<file path="config.mk">
export PLATFORM = sky130hd
export DESIGN_NAME = audio_emphasis_filter
export DESIGN_NICKNAME = d
export VERILOG_FILES = /design/src/hdl/aef_pkg.sv /design/src/hdl/aef_csr.sv /design/src/hdl/aef_mul_unit.sv /design/src/hdl/audio_emphasis_filter.sv
export SDC_FILE = /design/constraint.sdc
export NUM_CORES = 2
export LEC_CHECK = 0
export BUFFER_PORTS_ARGS = -buffer_cell sky130_fd_sc_hd__buf_2
export CAP_MARGIN = 5
export CORE_UTILIZATION = 26
export DETAILED_ROUTE_END_ITERATION = 6
export HOLD_SLACK_MARGIN = 0.15
export PLACE_DENSITY = 0.43
export SLEW_MARGIN = 20
export SYNTH_ARGS = -nofsm -noshare
export SYNTH_HDL_FRONTEND = slang
export SYNTH_SLANG_ARGS = --single-unit
</file>
<file path="constraint.sdc">
create_clock -name clock -period 9.8 [get_ports clock]
set_clock_uncertainty 0.05 [all_clocks]
set_input_delay 2.45 -clock clock [delete_from_list [all_inputs] [get_ports clock]]
set_output_delay 2.45 -clock clock [all_outputs]
set_load 0.05 [all_outputs]
</file>
<file path="src/hdl/aef_pkg.sv">
`timescale 1ns / 1ps
// ---------------------------------------------------------------------------
// aef_pkg
// Types, widths, register map and fixed-point helpers of the emphasis filter.
// ---------------------------------------------------------------------------
package aef_pkg;

   // Sample and state formats
   localparam int SAMPLE_BITS = 16;
   localparam int FRAC_BITS   = 16;
   localparam int GAIN_FRAC   = 13;
   localparam int STATE_BITS  = SAMPLE_BITS + FRAC_BITS;
   localparam int COEF_BITS   = 16;
   localparam int SUBSTEPS_BITS = 5;

   // Multiplier operand, product and rounded result widths
   localparam int OPA_BITS  = STATE_BITS + 3;
   localparam int PROD_BITS = OPA_BITS + COEF_BITS + 1;
   localparam int RES_BITS  = PROD_BITS - GAIN_FRAC;
   localparam int ACC_BITS  = STATE_BITS + 8;

   localparam int HALF_FRAC = 1 << (FRAC_BITS - 1);
   localparam int HALF_GAIN = 1 << (GAIN_FRAC - 1);

   localparam int MAX_SUBSTEPS_DEF = 16;

   // Register file
   localparam int CSR_ADDR_BITS = 5;
   localparam int CSR_DATA_BITS = 32;

   typedef enum logic [2:0] {
      REG_MODE       = 3'd0,
      REG_COEF_X     = 3'd1,
      REG_COEF_POINT = 3'd2,
      REG_STEP_SCALE = 3'd3,
      REG_SUBSTEPS   = 3'd4,
      REG_OUT_GAIN   = 3'd5
   } reg_idx_type;

   typedef struct packed {
      logic                     mode;
      logic [COEF_BITS-1:0]     coef_x;
      logic [COEF_BITS-1:0]     coef_point;
      logic [COEF_BITS-1:0]     step_scale;
      logic [SUBSTEPS_BITS-1:0] substeps;
      logic [COEF_BITS-1:0]     out_gain;
   } aef_cfg_type;

   localparam aef_cfg_type CFG_RESET = '{
      mode:       1'b0,
      coef_x:     16'd3716,
      coef_point: 16'd32211,
      step_scale: 16'd8192,
      substeps:   5'd8,
      out_gain:   16'd2458
   };

   // Which coefficient the shared multiplier takes, and so its rounding point
   typedef enum logic [1:0] {
      COEF_STEP,
      COEF_X,
      COEF_POINT,
      COEF_GAIN
   } coef_sel_type;

   // Request and result payloads
   typedef struct packed {
      logic signed [SAMPLE_BITS-1:0] sample_in;
      logic                          block_end;
   } aef_req_type;

   typedef struct packed {
      logic signed [SAMPLE_BITS-1:0] sample_out;
      logic                          block_end_out;
   } aef_rsp_type;

   // Sign-extend a state value to accumulator width
   function automatic logic signed [ACC_BITS-1:0] ext_state(
      input logic signed [STATE_BITS-1:0] v);
      return {{(ACC_BITS-STATE_BITS){v[STATE_BITS-1]}}, v};
   endfunction

   // Sign-extend a multiplier operand to accumulator width
   function automatic logic signed [ACC_BITS-1:0] ext_opa(
      input logic signed [OPA_BITS-1:0] v);
      return {{(ACC_BITS-OPA_BITS){v[OPA_BITS-1]}}, v};
   endfunction

   // Sign-extend a rounded product to accumulator width
   function automatic logic signed [ACC_BITS-1:0] ext_res(
      input logic signed [RES_BITS-1:0] v);
      return {{(ACC_BITS-RES_BITS){v[RES_BITS-1]}}, v};
   endfunction

   // Clamp an accumulator value to the state range
   function automatic logic signed [STATE_BITS-1:0] sat_state(
      input logic signed [ACC_BITS-1:0] v);
      logic [ACC_BITS-STATE_BITS:0] top_bits;
      top_bits = v[ACC_BITS-1:STATE_BITS-1];
      if (top_bits == '0 || top_bits == '1) begin
         return v[STATE_BITS-1:0];
      end else if (v[ACC_BITS-1]) begin
         return {1'b1, {(STATE_BITS-1){1'b0}}};
      end else begin
         return {1'b0, {(STATE_BITS-1){1'b1}}};
      end
   endfunction

   // Round to nearest at the binary point, ties upward
   function automatic logic signed [ACC_BITS-1:0] rnd_frac(
      input logic signed [ACC_BITS-1:0] v);
      logic signed [ACC_BITS-1:0] s;
      s = v + ACC_BITS'(HALF_FRAC);
      return s >>> FRAC_BITS;
   endfunction

   // Clamp an integer accumulator value to the sample range
   function automatic logic signed [SAMPLE_BITS-1:0] sat_sample(
      input logic signed [ACC_BITS-1:0] v);
      logic [ACC_BITS-SAMPLE_BITS:0] top_bits;
      top_bits = v[ACC_BITS-1:SAMPLE_BITS-1];
      if (top_bits == '0 || top_bits == '1) begin
         return v[SAMPLE_BITS-1:0];
      end else if (v[ACC_BITS-1]) begin
         return {1'b1, {(SAMPLE_BITS-1){1'b0}}};
      end else begin
         return {1'b0, {(SAMPLE_BITS-1){1'b1}}};
      end
   endfunction

endpackage

</file>
<file path="src/hdl/aef_csr.sv">
`timescale 1ns / 1ps
// ---------------------------------------------------------------------------
// aef_csr
// APB-style register file holding the filter mode and coefficients.
// ---------------------------------------------------------------------------
module aef_csr (
   input  logic                                 clock,
   input  logic                                 reset,
   input  logic                                 psel,
   input  logic                                 penable,
   input  logic                                 pwrite,
   input  logic [aef_pkg::CSR_ADDR_BITS-1:0]    paddr,
   input  logic [aef_pkg::CSR_DATA_BITS-1:0]    pwdata,
   output logic [aef_pkg::CSR_DATA_BITS-1:0]    prdata,
   output logic                                 pready,
   output aef_pkg::aef_cfg_type                 cfg
);
   import aef_pkg::*;

   aef_cfg_type cfg_ff, cfg_in;
   logic        wr_en;
   logic [2:0]  reg_idx;

   assign pready  = 1'b1;
   assign wr_en   = psel && penable && pwrite;
   assign reg_idx = paddr[CSR_ADDR_BITS-1:2];
   assign cfg     = cfg_ff;

   // Decode the write; unknown indices drop the write
   always_comb begin
      cfg_in = cfg_ff;
      if (wr_en) begin
         unique case (reg_idx)
            REG_MODE:       cfg_in.mode       = pwdata[0];
            REG_COEF_X:     cfg_in.coef_x     = pwdata[COEF_BITS-1:0];
            REG_COEF_POINT: cfg_in.coef_point = pwdata[COEF_BITS-1:0];
            REG_STEP_SCALE: cfg_in.step_scale = pwdata[COEF_BITS-1:0];
            REG_SUBSTEPS:   cfg_in.substeps   = pwdata[SUBSTEPS_BITS-1:0];
            REG_OUT_GAIN:   cfg_in.out_gain   = pwdata[COEF_BITS-1:0];
            default:        cfg_in = cfg_ff;
         endcase
      end
   end

   // Read back the addressed register
   always_comb begin
      unique case (reg_idx)
         REG_MODE:       prdata = CSR_DATA_BITS'(cfg_ff.mode);
         REG_COEF_X:     prdata = CSR_DATA_BITS'(cfg_ff.coef_x);
         REG_COEF_POINT: prdata = CSR_DATA_BITS'(cfg_ff.coef_point);
         REG_STEP_SCALE: prdata = CSR_DATA_BITS'(cfg_ff.step_scale);
         REG_SUBSTEPS:   prdata = CSR_DATA_BITS'(cfg_ff.substeps);
         REG_OUT_GAIN:   prdata = CSR_DATA_BITS'(cfg_ff.out_gain);
         default:        prdata = '0;
      endcase
   end

   always_ff @(posedge clock) begin
      if (reset) begin
         cfg_ff <= CFG_RESET;
      end else begin
         cfg_ff <= cfg_in;
      end
   end

endmodule

</file>
<file path="src/hdl/aef_mul_unit.sv">
`timescale 1ns / 1ps
// ---------------------------------------------------------------------------
// aef_mul_unit
// Shared two-stage multiply and round unit: product, then rounded shift.
// ---------------------------------------------------------------------------
module aef_mul_unit (
   input  logic                                   clock,
   input  aef_pkg::aef_cfg_type                   cfg,
   input  aef_pkg::coef_sel_type                  coef_sel,
   input  logic signed [aef_pkg::OPA_BITS-1:0]    opa,
   output logic signed [aef_pkg::RES_BITS-1:0]    res
);
   import aef_pkg::*;

   logic        [COEF_BITS-1:0] coef;
   logic signed [COEF_BITS:0]   coef_s;
   logic signed [PROD_BITS-1:0] prod_in, prod_ff;
   logic                        gain_in, gain_ff;
   logic signed [PROD_BITS-1:0] biased;
   logic signed [PROD_BITS-1:0] shifted;
   logic signed [RES_BITS-1:0]  res_in, res_ff;

   // Pick the coefficient; the output gain rounds at its own point
   always_comb begin
      unique case (coef_sel)
         COEF_STEP:  coef = cfg.step_scale;
         COEF_X:     coef = cfg.coef_x;
         COEF_POINT: coef = cfg.coef_point;
         COEF_GAIN:  coef = cfg.out_gain;
         default:    coef = cfg.step_scale;
      endcase
   end

   assign gain_in = (coef_sel == COEF_GAIN);
   assign coef_s  = {1'b0, coef};
   assign prod_in = opa * coef_s;

   // Add half an LSB, then shift arithmetically
   always_comb begin
      biased  = prod_ff + (gain_ff ? PROD_BITS'(HALF_GAIN) : PROD_BITS'(HALF_FRAC));
      shifted = gain_ff ? (biased >>> GAIN_FRAC) : (biased >>> FRAC_BITS);
      res_in  = shifted[RES_BITS-1:0];
   end

   assign res = res_ff;

   always_ff @(posedge clock) begin
      prod_ff <= prod_in;
      gain_ff <= gain_in;
      res_ff  <= res_in;
   end

endmodule

</file>
<file path="src/hdl/audio_emphasis_filter.sv">
`timescale 1ns / 1ps
// ---------------------------------------------------------------------------
// audio_emphasis_filter
// Fixed-point 50/15 us style emphasis filter for signed PCM samples.
// ---------------------------------------------------------------------------
// Takes one request per sample and returns one result per sample. After
// acceptance it runs the step computation, N sub-steps (N is substeps
// clamped to MAX_SUBSTEPS, 8 at reset) and the output gain. A sub-step is
// an advance and a difference step, then three dependent multiply-and-round
// passes through the single shared multiplier (operand, product, rounding);
// the step computation and output gain take one pass each. A finished result
// waits in the output register, so the next request is accepted while the
// previous result is still pending. The user writes configuration over the
// APB-style port while the block is idle; the block does not enforce it.
module audio_emphasis_filter #(
   parameter int MAX_SUBSTEPS = aef_pkg::MAX_SUBSTEPS_DEF
) (
   input  logic                                 clock,
   input  logic                                 reset,
   // Request channel
   input  logic                                 req_valid,
   output logic                                 req_ready,
   input  aef_pkg::aef_req_type                 req_data,
   // Result channel
   output logic                                 rsp_valid,
   input  logic                                 rsp_ready,
   output aef_pkg::aef_rsp_type                 rsp_data,
   // Configuration port
   input  logic                                 psel,
   input  logic                                 penable,
   input  logic                                 pwrite,
   input  logic [aef_pkg::CSR_ADDR_BITS-1:0]    paddr,
   input  logic [aef_pkg::CSR_DATA_BITS-1:0]    pwdata,
   output logic [aef_pkg::CSR_DATA_BITS-1:0]    prdata,
   output logic                                 pready
);
   import aef_pkg::*;

   localparam int CW = $clog2(MAX_SUBSTEPS + 1);
   localparam int NW = (CW > SUBSTEPS_BITS) ? CW : SUBSTEPS_BITS;

   typedef enum logic [19:0] {
      ST_IDLE  = 20'h00001,
      ST_MSTEP = 20'h00002,
      ST_WSTEP = 20'h00004,
      ST_RSTEP = 20'h00008,
      ST_ADV   = 20'h00010,
      ST_DIFF  = 20'h00020,
      ST_MK    = 20'h00040,
      ST_WK    = 20'h00080,
      ST_CK    = 20'h00100,
      ST_MC    = 20'h00200,
      ST_WC    = 20'h00400,
      ST_CC    = 20'h00800,
      ST_MF    = 20'h01000,
      ST_WF    = 20'h02000,
      ST_CF    = 20'h04000,
      ST_OPREP = 20'h08000,
      ST_OMUL  = 20'h10000,
      ST_WOUT  = 20'h20000,
      ST_SUM   = 20'h40000,
      ST_OUT   = 20'h80000
   } state_type;

   aef_cfg_type  cfg;
   coef_sel_type coef_sel;

   state_type                    state_ff, state_in;
   logic signed [STATE_BITS-1:0] h_ff, h_in;
   logic signed [STATE_BITS-1:0] f_ff, f_in;
   logic signed [OPA_BITS-1:0]   step_ff, step_in;
   logic signed [OPA_BITS-1:0]   opa_ff, opa_in;
   logic signed [OPA_BITS-1:0]   d_ff, d_in;
   logic signed [ACC_BITS-1:0]   y_ff, y_in;
   logic        [CW-1:0]         cnt_ff, cnt_in;
   logic                         be_ff, be_in;
   logic                         rsp_valid_ff, rsp_valid_in;
   aef_rsp_type                  rsp_data_ff, rsp_data_in;

   logic signed [RES_BITS-1:0]   res;
   logic signed [ACC_BITS-1:0]   h_x, f_x, r_x, acc;
   logic signed [STATE_BITS-1:0] target;
   logic        [NW-1:0]         sub_w, nsteps;

   aef_csr u_csr (
      .clock   (clock),
      .reset   (reset),
      .psel    (psel),
      .penable (penable),
      .pwrite  (pwrite),
      .paddr   (paddr),
      .pwdata  (pwdata),
      .prdata  (prdata),
      .pready  (pready),
      .cfg     (cfg)
   );

   aef_mul_unit u_mul (
      .clock    (clock),
      .cfg      (cfg),
      .coef_sel (coef_sel),
      .opa      (opa_ff),
      .res      (res)
   );

   assign h_x    = ext_state(h_ff);
   assign f_x    = ext_state(f_ff);
   assign r_x    = ext_res(res);
   assign target = {req_data.sample_in, {FRAC_BITS{1'b0}}};

   // Clamp the sub-step count to MAX_SUBSTEPS
   assign sub_w  = NW'(cfg.substeps);
   assign nsteps = (sub_w > NW'(MAX_SUBSTEPS)) ? NW'(MAX_SUBSTEPS) : sub_w;

   assign req_ready = (state_ff == ST_IDLE);
   assign rsp_valid = rsp_valid_ff;
   assign rsp_data  = rsp_data_ff;

   // Sequencer and datapath
   always_comb begin
      state_in     = state_ff;
      h_in         = h_ff;
      f_in         = f_ff;
      step_in      = step_ff;
      opa_in       = opa_ff;
      d_in         = d_ff;
      y_in         = y_ff;
      cnt_in       = cnt_ff;
      be_in        = be_ff;
      coef_sel     = COEF_STEP;
      acc          = '0;
      rsp_valid_in = rsp_valid_ff && !rsp_ready;
      rsp_data_in  = rsp_data_ff;

      unique case (state_ff)
         // Take a request: form the distance to the new sample
         ST_IDLE: begin
            if (req_valid) begin
               acc      = ext_state(target) - h_x;
               opa_in   = acc[OPA_BITS-1:0];
               be_in    = req_data.block_end;
               state_in = ST_MSTEP;
            end
         end
         ST_MSTEP: begin
            coef_sel = COEF_STEP;
            state_in = ST_WSTEP;
         end
         ST_WSTEP: state_in = ST_RSTEP;
         // Hold the per-sub-step increment and load the counter
         ST_RSTEP: begin
            step_in  = r_x[OPA_BITS-1:0];
            cnt_in   = nsteps[CW-1:0];
            state_in = (nsteps == '0) ? ST_OPREP : ST_ADV;
         end
         // Advance the held input
         ST_ADV: begin
            acc      = h_x + ext_opa(step_ff);
            h_in     = sat_state(acc);
            state_in = ST_DIFF;
         end
         ST_DIFF: begin
            acc      = h_x - f_x;
            opa_in   = acc[OPA_BITS-1:0];
            d_in     = acc[OPA_BITS-1:0];
            state_in = ST_MK;
         end
         ST_MK: begin
            coef_sel = COEF_X;
            state_in = ST_WK;
         end
         ST_WK: state_in = ST_CK;
         ST_CK: begin
            opa_in   = r_x[OPA_BITS-1:0];
            state_in = ST_MC;
         end
         ST_MC: begin
            coef_sel = COEF_POINT;
            state_in = ST_WC;
         end
         ST_WC: state_in = ST_CC;
         // Corrected integrator input
         ST_CC: begin
            acc      = ext_opa(d_ff) - r_x;
            opa_in   = acc[OPA_BITS-1:0];
            state_in = ST_MF;
         end
         ST_MF: begin
            coef_sel = COEF_X;
            state_in = ST_WF;
         end
         ST_WF: state_in = ST_CF;
         // Update the filter state and count the sub-step
         ST_CF: begin
            acc      = f_x + r_x;
            f_in     = sat_state(acc);
            cnt_in   = cnt_ff - CW'(1);
            state_in = (cnt_ff == CW'(1)) ? ST_OPREP : ST_ADV;
         end
         ST_OPREP: begin
            acc      = cfg.mode ? (h_x - f_x) : h_x;
            opa_in   = acc[OPA_BITS-1:0];
            state_in = ST_OMUL;
         end
         ST_OMUL: begin
            coef_sel = COEF_GAIN;
            state_in = ST_WOUT;
         end
         ST_WOUT: state_in = ST_SUM;
         ST_SUM: begin
            y_in     = (cfg.mode ? h_x : f_x) + r_x;
            state_in = ST_OUT;
         end
         // Drop the result into the output register once it is free
         ST_OUT: begin
            if (!rsp_valid_ff || rsp_ready) begin
               rsp_valid_in              = 1'b1;
               rsp_data_in.sample_out    = sat_sample(rnd_frac(y_ff));
               rsp_data_in.block_end_out = be_ff;
               state_in                  = ST_IDLE;
            end
         end
         default: state_in = ST_IDLE;
      endcase
   end

   always_ff @(posedge clock) begin
      if (reset) begin
         state_ff     <= ST_IDLE;
         h_ff         <= '0;
         f_ff         <= '0;
         cnt_ff       <= '0;
         rsp_valid_ff <= 1'b0;
      end else begin
         state_ff     <= state_in;
         h_ff         <= h_in;
         f_ff         <= f_in;
         cnt_ff       <= cnt_in;
         rsp_valid_ff <= rsp_valid_in;
      end
   end

   always_ff @(posedge clock) begin
      step_ff     <= step_in;
      opa_ff      <= opa_in;
      d_ff        <= d_in;
      y_ff        <= y_in;
      be_ff       <= be_in;
      rsp_data_ff <= rsp_data_in;
   end

endmodule

</file>
* Word-level counts from Yosys, hierarchy flattened
Cells that the tools add are included.
** Storage, ports and cells
- Register bits after elaboration :: 413
- Latch bits :: 0
- Memory bits (writable) :: 0
- Bits in read-only memories :: 0
- Input bits :: 61
- Output and inout port bits :: 52
- Word-level logic and storage cells :: 118
- Memories kept :: 0
** Cells by class
- $add $sub $neg :: 9
- $mul :: 1
- Div/mod/pow operators :: 0
- $lt $le $gt $ge :: 1
- Equality and inequality tests :: 34
- Shift-type cells :: 0
- Muxes and demuxes :: 24
- Bitwise logic cells :: 0
- Reductions and logical operators :: 28
** Operator list (count)
- $pmux 20 s20 :: 1
- $pmux 35 s5 :: 1
- $mux 32 :: 4
- $pmux 16 s6 :: 1
- $mux 16 :: 5
- $mux 35 :: 2
- $sub 32x32->33 :: 2
- $pmux 16 s4 :: 1
- $add 52x17->52 :: 1
- $mul 35x17->52 :: 1
- $add 32x39->40 :: 1
- $add 40x17->40 const B :: 1
- $add 40x39->40 :: 1
- $mux 20 :: 2
- $mux 40 :: 1
- $mux 38 :: 1
- $add 32x35->36 :: 1
- $sub 33x35->35 :: 1
- $eq 25x25->1 const B :: 1
- $logic_not 25->1 :: 1
- $eq 20x1->1 const B :: 1
- $eq 20x10->1 const B :: 1
- $eq 20x11->1 const B :: 1
- $eq 20x12->1 const B :: 1
- other kinds (41) :: 63

* Depth between registers and ports, before layout
- Depth after elaboration :: 6
- Mapped depth :: 37
- Mapped depth without buffers :: 33

* Hierarchy
From an unflattened synthesis, not the netlist that was laid out.
** Unflattened totals
- Cell total of the unflattened synthesis :: 5160
- Area, all modules :: 45920.3 um^2
** By module, submodules not included
- aef_mul_unit :: times used 1, cells an instance 2464, area an instance 22380.2 um^2, sequential area each 1601.5 um^2
- audio_emphasis_filter :: times used 1, cells an instance 2321, area an instance 19942.9 um^2, sequential area each 6185.9 um^2
- aef_csr :: times used 1, cells an instance 375, area an instance 3597.2 um^2, sequential area each 1401.3 um^2

* Least setup slack after synthesis
No wires, ideal clock.
- Path kind :: register -> register
- From :: register state_ff[19]
- To :: register u_mul.prod_ff[45]
- Setup time :: 119 ps
- Arrival :: 8551 ps
- Required time :: 9631 ps
- Slack :: 1079 ps
- Stages on the path, launching flop included :: 34
- Buffers on the path :: 4
- Clock period less this slack :: 8721 ps
- Cell sequence :: dfxtp_1 > clkbuf_1 > nor4_1 > nand2_1 > nor4_2 > nor4b_2 > or3_1 > buf_2 > buf_4 > nor2_1 > a31oi_2 > buf_2 > nand2_1 > fa_1 > inv_1 > fa_1 > fa_1 > fa_1 > fa_1 > inv_1 > fa_1 > inv_1 > ha_1 > a21o_1 > a21o_1 > a21o_1 > a2111oi_0 > nand3b_1 > o21ai_0 > o2111ai_1 > a21oi_1 > o21ai_0 > a21o_1 > xor2_1
** Between the ends
- Cells in the longest elaborated chain, start to end :: 6
- Elaborated cells between the ends (all ways) :: 12
- Classes of those cells :: 1 x mul; 7 x eq/ne; 2 x mux; 2 x reduce/logical
** RTL lines
- start: declaration :: line audio_emphasis_filter.sv:68 : state_type state_ff, state_in;
- start signal: assignment :: line audio_emphasis_filter.sv:235 : state_ff <= state_in;
- $eq 20x13->1 or $eq 20x7->1 (tied branches) :: line audio_emphasis_filter.sv:135 : unique case (state_ff)
- $reduce_or 2->1 (no line)
- $pmux 2 s3 (*) :: line audio_emphasis_filter.sv:135
- $eq 2x2->1 (tied with other cells) :: line aef_mul_unit.sv:25 : unique case (coef_sel)
- $pmux 16 s4 (*) :: line aef_mul_unit.sv:25
- $mul 35x17->52 (*) :: line aef_mul_unit.sv:36 : assign prod_in = opa * coef_s;
- net u_mul.prod_in[45] :: line aef_mul_unit.sv:17 : logic signed [PROD_BITS-1:0] prod_in, prod_ff;
- end signal: assignment :: line aef_mul_unit.sv:48 : prod_ff <= prod_in;
- end: declaration :: line aef_mul_unit.sv:17
The timed path passes the listed nets; every way through them passes the cells marked *.
A chain may end at the register's enable or synchronous reset.

* Worst setup path after layout
- From :: register state_ff[3]
- To :: register u_mul.prod_ff[51]
Same word-level chain as after synthesis.

==> results.sh <==
export IMPL_status="finished clean"
export IMPL_peakVddDrop_mv=0.1163
export IMPL_drive_gt1_share_pct=7.154
export IMPL_cp_data_arrival_time_ps=9660
export IMPL_ys_types=102
export IMPL_grt_pass1_vias=36392
export IMPL_grt_remaining_overflow=0
export IMPL_cts_buffer_depth=3
export IMPL_fmax_mhz=108.8
export IMPL_synth_main_ff_cell="dfxtp_1"
export IMPL_relSlewSlack_pct=21.63
export IMPL_route_detailed_drc=0
export IMPL_hpwl_mm=110.5
export IMPL_finalWirelength_mm=140.1
export IMPL_tightestPinTransition_ps=1173
export IMPL_fin_nets=6074
export IMPL_cts_tree="done"
export IMPL_num_vias=35398
export IMPL_crit_top_cell="fa_1"
export IMPL_reg2reg_from="state_ff[3]"
export IMPL_antenna_found_initial=2
export IMPL_maxCapViolCount=0
export IMPL_synth_commonest_cells="nand2_1 (793), inv_1 (751), fa_1 (533), ha_1 (321), a21oi_1 (290)"
export IMPL_cp_start_kind="flip-flop"
export IMPL_grt_pass1_wl_mm=217.5
export IMPL_grt_usage_pct=16.04
export IMPL_clkTransAtPathRegs_ps=60
export IMPL_fp_coreArea_sq_um=171500
export IMPL_first_pass_iters=7
export IMPL_cp_max_fo=13
export IMPL_use_met2_pct=28.51
export IMPL_drv_slew=0
export IMPL_cp_required_ps=10270
export IMPL_synth_edf_count=146
export IMPL_dp_cells=7405
export IMPL_netlist_area_leader_share_pct=23.76
export IMPL_io_buffers=77
export IMPL_clk_insertion_delay_late_ps=640
export IMPL_fp_row_count=152
export IMPL_ant_nets=0
export IMPL_power_internal_mw=3.727
export IMPL_finalCritPeriodShare_pct=93.77
export IMPL_p_switching_mw=2.245
export IMPL_synth_simple_area_share_pct=17.07
export IMPL_synth_seq_cells=386
export IMPL_crit_slowest_cell="or4_1"
export IMPL_top_usage_layer="met2"
export IMPL_synth_compound_area_share_pct=14.78
export IMPL_cts_max_level=2
export IMPL_viasPerCell=4.712
export IMPL_synthTopCellsByArea="fa_1 (24%), dfxtp_1 (11%), edfxtp_1 (9.8%)"
export IMPL_p_seq_share_pct=36.8
export IMPL_synth_top_family_by_area="adder cells"
export IMPL_synth_cell_area_sq_um=44910
export IMPL_synthMuxAreaShare_pct=1.145
export IMPL_comb_power_share_pct=29.5
export IMPL_setup_tns_final_ps=0
export IMPL_cts_made_buffers=49
export IMPL_ioPinCount=113
export IMPL_max_stage_delay_ps=580
export IMPL_async_flop_share_pct=0
export IMPL_swShare_pct=37.59
export IMPL_reg2reg_depth=35
export IMPL_stdcell_count=7513
export IMPL_met3_usage_pct=1.241
export IMPL_pwr_share_clk_pct=33.6
export IMPL_grt_max_degree=80
export IMPL_holdPathEnd="rsp_data[0]"
export IMPL_die_width_um=417.6
export IMPL_cts_sinks=386
export IMPL_synthAdderAreaFrac_pct=32.70
export IMPL_synth_seq_area_share_pct=20.46
export IMPL_yosysTopAreaCell="fa_1"
export IMPL_powerDensity_nw_per_um2=119.2
export IMPL_cts_root_buf="clkbuf_16"
export IMPL_p_leak_nw=21.74
export IMPL_syn_instance_count=5130
export IMPL_holdPathStages=0
export IMPL_hold_class="flip-flop to flip-flop"
export IMPL_synth_avg_cell_area_sq_um=8.754
export IMPL_use_met1_pct=20.92
export IMPL_dieArea_sq_um=174400
export IMPL_r2r_end="u_mul.prod_ff[51]"
export IMPL_die_y_um=417.6
export IMPL_area_growth_pct=11.58
export IMPL_setup_viol=0
export IMPL_drtIter0Drc=2168
export IMPL_synth_most_common_cell="nand2_1"
export IMPL_gp_congestion=0.8355
export IMPL_start_util_pct=26.18
export IMPL_yosys_warnings=0
export IMPL_cp_end_kind="flip-flop"
export IMPL_wire_per_inst_um=18.65
export IMPL_r2r_slack_ps=610
export IMPL_synth_xor_area_share_pct=5.109
export IMPL_hp_start="be_ff"
export IMPL_postCtsHoldBufs=0
export IMPL_finalHoldViolations=0
export IMPL_worstSetupPathType="flip-flop to flip-flop"
export IMPL_min_period_ps=9190
[final cells by class]
| cell class | count | area, sq um |
|---|---|---|
| antenna | 3 | 7.507 |
| clock buffer | 60 | 1340 |
| fill | 18446 | 121400 |
| clock inverter | 32 | 420.4 |
| sequential | 386 | 9191 |
| timing repair buffer | 188 | 1341 |
| multi-input combinational | 3782 | 32100 |
| tap | 2310 | 2890 |
| inverter | 752 | 2823 |
[worst max-delay path by stage]
stage                            start           endpoint  slack (ps)
after global routing       state_ff[1]  u_mul.prod_ff[45]          -3
after global placement     state_ff[1]  u_mul.prod_ff[45]          70
after detailed placement   state_ff[1]  u_mul.prod_ff[45]          30
after floorplan           state_ff[19]  u_mul.prod_ff[45]        1080
final                      state_ff[3]  u_mul.prod_ff[51]         610
after CTS                  state_ff[1]  u_mul.prod_ff[45]           6
[registers in the layout, summed over array words and instances (netlist names), 5 cells and up]
register,cells
y_ff,25
u_mul.res,39
u_csr.cfg,70
step_ff,35
d_ff,33
cnt_ff,5
f_ff,32
rsp_data,17
u_mul.prod_ff,40
state_ff,20
h_ff,32
opa_ff,35
[layout by cell type (no fill, tap or decap), types with 33 or more instances in the layout]
cell / count
nand2_1: 793
inv_1: 750
fa_1: 533
ha_1: 321
a21oi_1: 289
dfxtp_1: 238
nor2_1: 212
and2_1: 205
o21ai_0: 184
xnor2_1: 146
edfxtp_1: 146
xor2_1: 116
buf_4: 103
a21o_1: 93
buf_2: 76
nand3_1: 68
nor3_1: 56
clkbuf_16: 51
mux2i_1: 48
a22oi_1: 45
nand2b_1: 40
nor2b_1: 39
nand4_1: 35
nand3b_1: 34
a211oi_1: 33
o2bb2ai_1: 33
[power groups by stage]
stage	Sequential [mW]	Combinational, mW	Clock, mW
2_1_floorplan	2.01	1.34	0
3_3_place_gp	2.25	1.76	0
3_5_place_dp	2.25	1.77	0
4_1_cts	2.21	1.78	2.07
5_1_grt	2.22	1.98	2.12
6_report	2.20	1.76	2.01
[worst max-delay path: cells and delay by family, from the launching register on]
kind / cells / cell delay [ps]
adders and majority gates: 7 / 3310
xor gates and xnor gates: 1 / 140
DFF: 1 / 400
buffers and inverters: 11 / 1470
AOI/OAI and AO/OA: 10 / 1910
and+or+nand+nor: 6 / 1810
[kinds of logic after synthesis]
logic type | count (synthesis)
and+or+nand+nor | 1621
buffers and inverters | 978
AOI/OAI and AO/OA | 976
adders and majority gates | 854
DFF | 386
xor gates and xnor gates | 262
muxes | 51
other | 2
[per-stage QoR]
stage | worst slack, ps | cell area [sq um] | total power, mW | hold slack [ps] | util, %
floorplan | 1079 | 44970 | 3.353 | 350.3 | -
global placement | 73.18 | 48120 | 4.008 | 353.9 | 28.05
detailed placement | 29.47 | 48120 | 4.012 | 356.2 | 28.05
CTS | 5.882 | 49880 | 6.058 | 371.1 | 29.08
global route | -3.449 | 50110 | 6.332 | 385.1 | 29.21
finish | 610.3 | 50110 | 5.971 | 368.5 | 29.21
[routing by layer]
layer / share of wire (%) / routed length (um)
met1: 45 / 62940
met5: 0 / 0
met2: 50 / 69610
met4: 2.3 / 3249
met3: 3.1 / 4312
[repair_timing]
item	CTS	global route
buffers inserted	0	11
setup endpoints to repair	0	12
resized for setup	0	11
(Power assumes the default switching activity.)
